$ cat src/upc_pkg.sv
// shared types, character constants and lookup functions for the percent codec
`default_nettype none

package upc_pkg;

	// data and configuration widths
	localparam int unsigned BYTE_W     = 8;
	localparam int unsigned USER_W     = 2;
	localparam int unsigned APB_ADDR_W = 3;
	localparam int unsigned APB_DATA_W = 32;

	// default depth of the job queue between front and back
	localparam int unsigned JOB_DEPTH  = 4;

	// register indexes, selected by paddr[2]
	localparam logic REG_DIRECTION  = 1'b0;
	localparam logic REG_SPACE_PLUS = 1'b1;

	// direction codes
	localparam logic DIR_ENCODE = 1'b0;
	localparam logic DIR_DECODE = 1'b1;

	// characters with a special role
	localparam logic [BYTE_W-1:0] CH_PERCENT = 8'h25;
	localparam logic [BYTE_W-1:0] CH_PLUS    = 8'h2B;
	localparam logic [BYTE_W-1:0] CH_SPACE   = 8'h20;
	localparam logic [BYTE_W-1:0] CH_ZERO    = 8'h30;
	localparam logic [BYTE_W-1:0] CH_UPPER_A = 8'h41;

	// one unit of work handed from the front to the back
	typedef struct packed {
		logic [BYTE_W-1:0] data;   // byte to emit, or byte to escape
		logic              triple; // emit percent and two hex digits
		logic              last;   // closes the message
		logic              err;    // error result
	} job_t;

	// characters that pass through unchanged
	function automatic logic is_pass(input logic [BYTE_W-1:0] c);
		logic res;
		res = 1'b0;
		if ((c >= 8'h41 && c <= 8'h5A) || (c >= 8'h61 && c <= 8'h7A) ||
		    (c >= 8'h30 && c <= 8'h39)) begin
			res = 1'b1;
		end else begin
			case (c)
				8'h3A, 8'h2F, 8'h3F, 8'h23, 8'h5B, 8'h5D, 8'h40,
				8'h21, 8'h24, 8'h26, 8'h27, 8'h28, 8'h29, 8'h2A,
				8'h2B, 8'h2C, 8'h3B, 8'h3D,
				8'h22, 8'h2D, 8'h5F, 8'h2E, 8'h7E: res = 1'b1;
				default: res = 1'b0;
			endcase
		end
		return res;
	endfunction

	// uppercase hex digit value, bit 4 set for anything else
	function automatic logic [4:0] hex_val(input logic [BYTE_W-1:0] c);
		logic [4:0] res;
		res = 5'h10;
		if (c >= 8'h30 && c <= 8'h39) begin
			res = {1'b0, 4'(c - CH_ZERO)};
		end else if (c >= 8'h41 && c <= 8'h46) begin
			res = {1'b0, 4'(c - CH_UPPER_A + 8'd10)};
		end
		return res;
	endfunction

	// nibble to uppercase hex character
	function automatic logic [BYTE_W-1:0] hex_char(input logic [3:0] v);
		logic [BYTE_W-1:0] res;
		if (v < 4'd10) begin
			res = CH_ZERO + {4'b0, v};
		end else begin
			res = CH_UPPER_A + {4'b0, v} - 8'd10;
		end
		return res;
	endfunction

endpackage

`default_nettype wire

$ cat src/upc_front.sv
// front end: accepts input bytes, tracks escape state and queues output jobs
`default_nettype none

module upc_front
	import upc_pkg::*;
(
	input  wire logic              clk,
	input  wire logic              arst_n,
	input  wire logic              direction,
	input  wire logic              space_plus,
	input  wire logic              in_valid,
	output logic                   in_ready,
	input  wire logic [BYTE_W-1:0] in_byte,
	input  wire logic              msg_last,
	output logic                   job_valid,
	input  wire logic              job_ready,
	output job_t                   job
);

	localparam logic [1:0] PH_NONE = 2'd0;
	localparam logic [1:0] PH_HIGH = 2'd1;
	localparam logic [1:0] PH_LOW  = 2'd2;

	logic [1:0] phase_q;
	logic [3:0] nib_q;
	logic       err_q;

	logic [1:0] phase_d;
	logic [3:0] nib_d;
	logic       err_d;
	logic       want;
	logic       pass;
	logic [4:0] hv;
	logic       accept;

	assign pass     = is_pass(in_byte);
	assign hv       = hex_val(in_byte);
	assign in_ready = job_ready;
	assign accept   = in_valid & in_ready;
	assign job_valid = in_valid & want;

	// classify the byte and work out the next escape state
	always_comb begin
		phase_d    = phase_q;
		nib_d      = nib_q;
		err_d      = err_q;
		want       = 1'b0;
		job.data   = in_byte;
		job.triple = 1'b0;
		job.last   = msg_last;
		job.err    = 1'b0;
		if (direction == DIR_ENCODE) begin
			want = 1'b1;
			if (pass) begin
				job.data = in_byte;
			end else if (space_plus && in_byte == CH_SPACE) begin
				job.data = CH_PLUS;
			end else begin
				job.triple = 1'b1;
			end
		end else if (err_q) begin
			want = 1'b0;
		end else begin
			case (phase_q)
				PH_HIGH: begin
					if (hv[4] || msg_last) begin
						job.err = 1'b1;
					end else begin
						nib_d   = hv[3:0];
						phase_d = PH_LOW;
					end
				end
				PH_LOW: begin
					if (hv[4]) begin
						job.err = 1'b1;
					end else begin
						want     = 1'b1;
						job.data = {nib_q, hv[3:0]};
						phase_d  = PH_NONE;
						nib_d    = 4'd0;
					end
				end
				default: begin
					phase_d = PH_NONE;
					if (in_byte == CH_PERCENT) begin
						if (msg_last) begin
							job.err = 1'b1;
						end else begin
							phase_d = PH_HIGH;
						end
					end else if (space_plus && in_byte == CH_PLUS) begin
						want     = 1'b1;
						job.data = CH_SPACE;
					end else if (pass) begin
						want = 1'b1;
					end else begin
						job.err = 1'b1;
					end
				end
			endcase
			// an error result aborts the rest of the message
			if (job.err) begin
				want     = 1'b1;
				job.data = '0;
				job.last = 1'b1;
				phase_d  = PH_NONE;
				nib_d    = 4'd0;
				err_d    = ~msg_last;
			end
		end
		// message end clears everything
		if (msg_last) begin
			phase_d = PH_NONE;
			nib_d   = 4'd0;
			err_d   = 1'b0;
		end
	end

	// escape state registers
	always_ff @(posedge clk or negedge arst_n) begin
		if (!arst_n) begin
			phase_q <= PH_NONE;
			nib_q   <= 4'd0;
			err_q   <= 1'b0;
		end else if (accept) begin
			phase_q <= phase_d;
			nib_q   <= nib_d;
			err_q   <= err_d;
		end
	end

endmodule

`default_nettype wire

$ cat src/upc_fifo.sv
// small job queue between the front and back ends
`default_nettype none

module upc_fifo
	import upc_pkg::*;
#(
	parameter int unsigned DEPTH = JOB_DEPTH
) (
	input  wire logic clk,
	input  wire logic arst_n,
	input  wire logic push_valid,
	output logic      push_ready,
	input  job_t      push_job,
	output logic      pop_valid,
	input  wire logic pop_ready,
	output job_t      pop_job
);

	localparam int unsigned AW = (DEPTH > 1) ? $clog2(DEPTH) : 1;
	localparam int unsigned CW = $clog2(DEPTH + 1);

	job_t          mem_q [DEPTH];
	logic [AW-1:0] wr_q;
	logic [AW-1:0] rd_q;
	logic [CW-1:0] cnt_q;
	logic          push;
	logic          pop;

	assign push_ready = (cnt_q != CW'(DEPTH));
	assign pop_valid  = (cnt_q != '0);
	assign push       = push_valid & push_ready;
	assign pop        = pop_ready & pop_valid;
	assign pop_job    = mem_q[rd_q];

	// storage
	always_ff @(posedge clk) begin
		if (push) begin
			mem_q[wr_q] <= push_job;
		end
	end

	// pointers and fill count
	always_ff @(posedge clk or negedge arst_n) begin
		if (!arst_n) begin
			wr_q  <= '0;
			rd_q  <= '0;
			cnt_q <= '0;
		end else begin
			if (push) begin
				wr_q <= (wr_q == AW'(DEPTH - 1)) ? '0 : wr_q + 1'b1;
			end
			if (pop) begin
				rd_q <= (rd_q == AW'(DEPTH - 1)) ? '0 : rd_q + 1'b1;
			end
			if (push && !pop) begin
				cnt_q <= cnt_q + 1'b1;
			end else if (pop && !push) begin
				cnt_q <= cnt_q - 1'b1;
			end
		end
	end

endmodule

`default_nettype wire

$ cat src/upc_back.sv
// back end: expands queued jobs into output bytes behind an output register
`default_nettype none

module upc_back
	import upc_pkg::*;
(
	input  wire logic              clk,
	input  wire logic              arst_n,
	input  wire logic              job_valid,
	output logic                   job_ready,
	input  job_t                   job,
	output logic                   out_valid,
	input  wire logic              out_ready,
	output logic [BYTE_W-1:0]      out_data,
	output logic                   out_last,
	output logic [USER_W-1:0]      out_user
);

	logic [1:0]        beat_q;
	logic              valid_q;
	logic [BYTE_W-1:0] data_q;
	logic              last_q;
	logic [USER_W-1:0] user_q;

	logic              load;
	logic              final_beat;
	logic [BYTE_W-1:0] beat_data;
	logic              beat_run_last;
	logic              beat_msg_end;

	assign load       = job_valid & (~valid_q | out_ready);
	assign final_beat = ~job.triple | (beat_q == 2'd2);
	assign job_ready  = load & final_beat;

	// select the byte for the current beat of the job
	always_comb begin
		beat_run_last = final_beat;
		beat_msg_end  = final_beat & job.last;
		if (!job.triple) begin
			beat_data = job.data;
		end else begin
			case (beat_q)
				2'd0:    beat_data = CH_PERCENT;
				2'd1:    beat_data = hex_char(job.data[7:4]);
				default: beat_data = hex_char(job.data[3:0]);
			endcase
		end
	end

	// beat counter within an escape
	always_ff @(posedge clk or negedge arst_n) begin
		if (!arst_n) begin
			beat_q  <= 2'd0;
			valid_q <= 1'b0;
		end else begin
			if (load) begin
				beat_q <= final_beat ? 2'd0 : beat_q + 2'd1;
			end
			if (load) begin
				valid_q <= 1'b1;
			end else if (out_ready) begin
				valid_q <= 1'b0;
			end
		end
	end

	// output payload register
	always_ff @(posedge clk) begin
		if (load) begin
			data_q <= beat_data;
			last_q <= beat_msg_end;
			user_q <= {job.err, beat_run_last};
		end
	end

	assign out_valid = valid_q;
	assign out_data  = data_q;
	assign out_last  = last_q;
	assign out_user  = user_q;

endmodule

`default_nettype wire

$ cat src/url_percent_codec.sv
// top level of the streaming percent encoder and decoder
//
// Input stream: s_tdata carries one source byte, s_tlast marks the last byte
// of a message. Output stream: m_tdata carries one produced byte, m_tlast
// closes the message, m_tuser[0] marks the last result of an input byte and
// m_tuser[1] flags a decode error (data zero, message aborted).
// The APB port holds direction (address 0) and space_plus (address 4); write
// them only while no transfer is in flight.
// The input byte is written into the job queue, and the back end loads its
// result into the output register. The output carries one transfer per cycle
// while m_tready is high and jobs are queued. A byte that encodes to an escape
// gives three output bytes, any other byte one or none. The front end takes a
// byte per cycle while the job queue has room, so it runs ahead of a slow
// output. When m_tready is low the output register holds, the back end stops,
// and once the job queue fills s_tready drops. Reset clears the escape state,
// the queue and the output valid flag, and sets both registers to encode mode
// without the plus option.
`default_nettype none

module url_percent_codec
	import upc_pkg::*;
#(
	parameter int unsigned QUEUE_DEPTH = JOB_DEPTH
) (
	input  wire logic                  clk,
	input  wire logic                  arst_n,
	// apb configuration port
	input  wire logic                  psel,
	input  wire logic                  penable,
	input  wire logic                  pwrite,
	input  wire logic [APB_ADDR_W-1:0] paddr,
	input  wire logic [APB_DATA_W-1:0] pwdata,
	output logic      [APB_DATA_W-1:0] prdata,
	output logic                       pready,
	// input stream
	input  wire logic                  s_tvalid,
	output logic                       s_tready,
	input  wire logic [BYTE_W-1:0]     s_tdata,  // [7:0] in_byte
	input  wire logic                  s_tlast,
	// output stream
	output logic                       m_tvalid,
	input  wire logic                  m_tready,
	output logic      [BYTE_W-1:0]     m_tdata,  // [7:0] out_byte
	output logic                       m_tlast,
	output logic      [USER_W-1:0]     m_tuser   // [0] run_last, [1] error
);

	logic dir_q;
	logic sp_q;
	logic wr_en;

	logic front_valid;
	logic front_ready;
	job_t front_job;
	logic back_valid;
	logic back_ready;
	job_t back_job;

	// configuration registers
	assign pready = 1'b1;
	assign wr_en  = psel & penable & pwrite & pready;

	always_ff @(posedge clk or negedge arst_n) begin
		if (!arst_n) begin
			dir_q <= DIR_ENCODE;
			sp_q  <= 1'b0;
		end else if (wr_en) begin
			case (paddr[2])
				REG_DIRECTION:  dir_q <= pwdata[0];
				default:        sp_q  <= pwdata[0];
			endcase
		end
	end

	// register readback
	always_comb begin
		case (paddr[2])
			REG_SPACE_PLUS: prdata = {{(APB_DATA_W-1){1'b0}}, sp_q};
			default:        prdata = {{(APB_DATA_W-1){1'b0}}, dir_q};
		endcase
	end

	upc_front u_front (
		.clk        (clk),
		.arst_n     (arst_n),
		.direction  (dir_q),
		.space_plus (sp_q),
		.in_valid   (s_tvalid),
		.in_ready   (s_tready),
		.in_byte    (s_tdata),
		.msg_last   (s_tlast),
		.job_valid  (front_valid),
		.job_ready  (front_ready),
		.job        (front_job)
	);

	upc_fifo #(
		.DEPTH (QUEUE_DEPTH)
	) u_fifo (
		.clk        (clk),
		.arst_n     (arst_n),
		.push_valid (front_valid),
		.push_ready (front_ready),
		.push_job   (front_job),
		.pop_valid  (back_valid),
		.pop_ready  (back_ready),
		.pop_job    (back_job)
	);

	upc_back u_back (
		.clk       (clk),
		.arst_n    (arst_n),
		.job_valid (back_valid),
		.job_ready (back_ready),
		.job       (back_job),
		.out_valid (m_tvalid),
		.out_ready (m_tready),
		.out_data  (m_tdata),
		.out_last  (m_tlast),
		.out_user  (m_tuser)
	);

endmodule

`default_nettype wire

$ cat config.mk
export PLATFORM = sky130hd
export DESIGN_NAME = url_percent_codec
export DESIGN_NICKNAME = d
export VERILOG_FILES = /design/src/upc_pkg.sv /design/src/upc_front.sv /design/src/upc_fifo.sv /design/src/upc_back.sv /design/src/url_percent_codec.sv
export SDC_FILE = /design/constraint.sdc
export NUM_CORES = 1
export LEC_CHECK = 0
export BUFFER_PORTS_ARGS = -buffer_cell sky130_fd_sc_hd__buf_2
export CAP_MARGIN = 20
export CORE_MARGIN = 3
export CORE_UTILIZATION = 33
export CTS_BUF_LIST = sky130_fd_sc_hd__clkbuf_2 sky130_fd_sc_hd__clkbuf_4 sky130_fd_sc_hd__clkbuf_8
export CTS_CLUSTER_SIZE = 10
export DETAILED_ROUTE_END_ITERATION = 6
export PLACE_DENSITY = 0.56
export SLEW_MARGIN = 5
export SYNTH_ARGS = -nofsm -noshare
export SYNTH_HDL_FRONTEND = slang
export SYNTH_HIERARCHICAL = 1
export SYNTH_SLANG_ARGS = --single-unit
$ cat constraint.sdc
create_clock -name clk -period 3.5 [get_ports clk]
set_input_delay 0.175 -clock clk [delete_from_list [all_inputs] [get_ports clk]]
set_output_delay 0.175 -clock clk [all_outputs]
set_load 0.1 [all_outputs]
==> flow_summary.toml <==
[clock_tree]
post_cts_buffers = 0
cts_resized = 0
cts_tree = "done"
clk_latency_ns = 0.35
numCtsBuffers = 9
cts_max_level = 3
path_clk_slew_ns = 0.08
clock-sinks = 74
root_buffer = "clkbuf_8"
cts_buffer_depth = 2
postCtsHoldBufs = 1

[logic_synthesis]
synth_top_area_frac = 0.3664
netlist_instances = 382
synth_most_common_cell = "edfxtp_1"
synth_warnings = 6
ys_ff_latch = 74
synth_area_leaders = "edfxtp_1, dfrtp_1, buf_4"
ys_seq_area_frac = 0.4718
synthTopCellsByCount = "edfxtp_1, buf_4, nand2_1"
synth_cell_types = 80
synth_edf_count = 55
yosysTopAreaCell = "edfxtp_1"
synth-main-ff-cell = "edfxtp_1"
synth.avg_cell_area_um2 = 11.80
syn_area_um2 = 4508
ys_async_sr_fraction = 0.2568

[critical_path]
cpPeakStageDelay_ns = 0.43
crit_required_ns = 3.77
cp_max_fo = 5
crit_slowest_cell = "dfrtp_1"
crit_type = "register to register"
start_kind = "register"
end_kind = "register"
crit_chain = "inv_1 -> ha_1 -> o31ai_4 -> or2b_2 -> o211a_1 -> o211ai_1 -> and3_1 -> and2_4 -> ha_1 -> inv_1 -> fa_1 -> xor2_1 -> nor2_1 -> xor2_1"
crit_arrival_ns = 3.36

[timing]
slew_violations = 0
fin_crit_sh = 0.8834
slew_headroom = 0.6511
tns_ns = 0
tightest_slew_ns = 0.5222
fin_crit_ns = 3.092
skew_ns = 0.01057
max_freq_mhz = 323.4
hold_ws_ns = 0.04738
rsz0062_at_grt = "false"
hold_viol = 0
finalSetupViolations = 0

[route]
drtIter0Drc = 174
avgViaCountPerCell = 4.938
drc = 0
wl_per_cell_um = 14.57
route.vias.total = 2953
ant_nets = 0
dr.pass1.iters = 4
wl_mm = 8.712

[power_and_ir_drop]
p_per_area_nw_per_um2 = 893.8
max-vdd-ir-drop_mv = 0.2510
p_comb_frac = 0.546
p_clk_frac = 0.134
intPower_uw = 2328
pwr-share-seq = 0.321
p_leak_uw = 0.001926
p_sw_frac = 0.4702
switchingPower_uw = 2066

[place]
place_area_um2 = 4731
post-dp-hpwl_mm = 6.338
routabilityCongestion = 0.9180
port_buffers = 31

[floorplanning]
io_pins = 97
start_util = 0.3391
die_width_um = 122.9
core_region_area_um2 = 13300
die-area_um2 = 15100
fp-row-count = 42
dieHeight_um = 122.9

[layout]
num_antenna_cells = 0
synthToLayoutAreaGrowth_pct = 9.048
nNetsFinal = 488
drive_above_1_share = 0.2441
post-route-cell-area_um2 = 4916
n_fill_cell = 1297

[global_route]
grt_pass1_wl_mm = 14.02
grt_overflow_total = 0
grt_use_total = 0.1185
antenna_found_initial = 0
grt_max_degree = 20
first_global_vias = 2841

[outcome]
status = "finished, final reports clean"

[flow_run]
maxCapViolations = 0

[min_path]
hold_path.class = "input port to register"
-- metal layers --
metal	track usage	share of wire
met5	0	0
met4	0.03779	0.017
met3	0.03041	0.041
met2	0.1982	0.49
met1	0.1500	0.45
-- layout make-up --
| class | instances | area, um2 | share of cell area |
|---|---|---|---|
| Sequential cell | 74 | 2127 | 0.4327 |
| Multi-Input combinational cell | 272 | 2090 | 0.4250 |
| Timing Repair Buffer | 41 | 232.7 | 0.04734 |
| Tap cell | 176 | 220.2 | 0.04480 |
| Clock buffer | 9 | 123.9 | 0.02520 |
| Inverter | 19 | 71.32 | 0.01451 |
| Clock inverter | 7 | 51.30 | 0.01044 |
-- worst paths after layout --
path | cells after the start | start | end | slack [ns]
min in group asynchronous | 2 | arst_n | u_fifo/wr_q[1] | 0.32
setup reg to reg | 14 | u_front/phase_q[0] | u_fifo/cnt_q[2] | 0.41
hold reg to reg | 1 | u_fifo/cnt_q[2] | u_fifo/cnt_q[2] | 0.50
setup / recovery | 14 | u_front/phase_q[0] | u_fifo/cnt_q[2] | 0.41
hold / removal | 2 | pwdata[0] | dir_q | 0.05
max in group asynchronous | 2 | arst_n | u_back/beat_q[0] | 2.85
-- power groups by stage --
stage,Sequential (uW),Clock (uW),Combinational [uW]
2_1_floorplan,1920,0,1490
4_1_cts,1410,609,2410
3_3_place_gp,1420,0,2360
5_1_grt,1440,647,2610
3_5_place_dp,1430,0,2400
6_report,1410,587,2400
-- stage by stage --
step                cells  worst slack [ns]    util  total power, uW
finish                598            0.4080  0.3698             4394
global route          598            0.1847  0.3698             4690
CTS                   598            0.3877  0.3698             4430
detailed placement    581           0.07524  0.3558             3830
global placement      581            0.1520  0.3558             3783
floorplan             412            0.3551       -             3411
-- placed cells by master (no fill, tap or decap), types with 8 or more instances in the layout --
cell type | netlist | routed
edfxtp_1 | 55 | 55
conb_1 | 2 | 32
o21ai_0 | 16 | 16
buf_4 | 37 | 9
a21oi_1 | 10 | 10
nand2_1 | 29 | 29
buf_2 | 2 | 31
mux4_2 | 11 | 11
inv_1 | 16 | 16
clkbuf_8 | 0 | 9
nor2b_1 | 8 | 8
dfrtp_1 | 19 | 19
ha_1 | 19 | 19
nor2_1 | 17 | 17
-- critical path: cells and delay by family, from the launching register on --
kind,cells,cell delay [ns]
DFF,1,0.43
xor gates and xnor gates,2,0.30
AOI/OAI and AO/OA,3,0.44
adders and majority gates,3,0.89
and+or+nand+nor,4,0.84
buffers and inverters,2,0.12
-- cell families after synthesis --
logic type / count (synthesis) / synth area share
simple gates: 110 / 0.1443
buf+inv: 66 / 0.08965
other cells: 2 / 0.001666
compound gates: 77 / 0.1246
flops: 74 / 0.4718
mux: 27 / 0.09908
fa+ha+maj: 20 / 0.05718
xor+xnor: 6 / 0.01166
-- flip-flops by register name, indices dropped and copies added (netlist names) --
register / flops
dir_q: 1
sp_q: 1
u_back/beat_q: 2
u_back/out_data: 8
u_back/out_last: 1
u_back/out_user: 2
u_back/out_valid: 1
u_fifo/cnt_q: 3
u_fifo/mem_q: 44
u_fifo/rd_q: 2
u_fifo/wr_q: 2
u_front/err_q: 1
u_front/nib_q: 4
u_front/phase_q: 2
(Power assumes the default switching activity.)
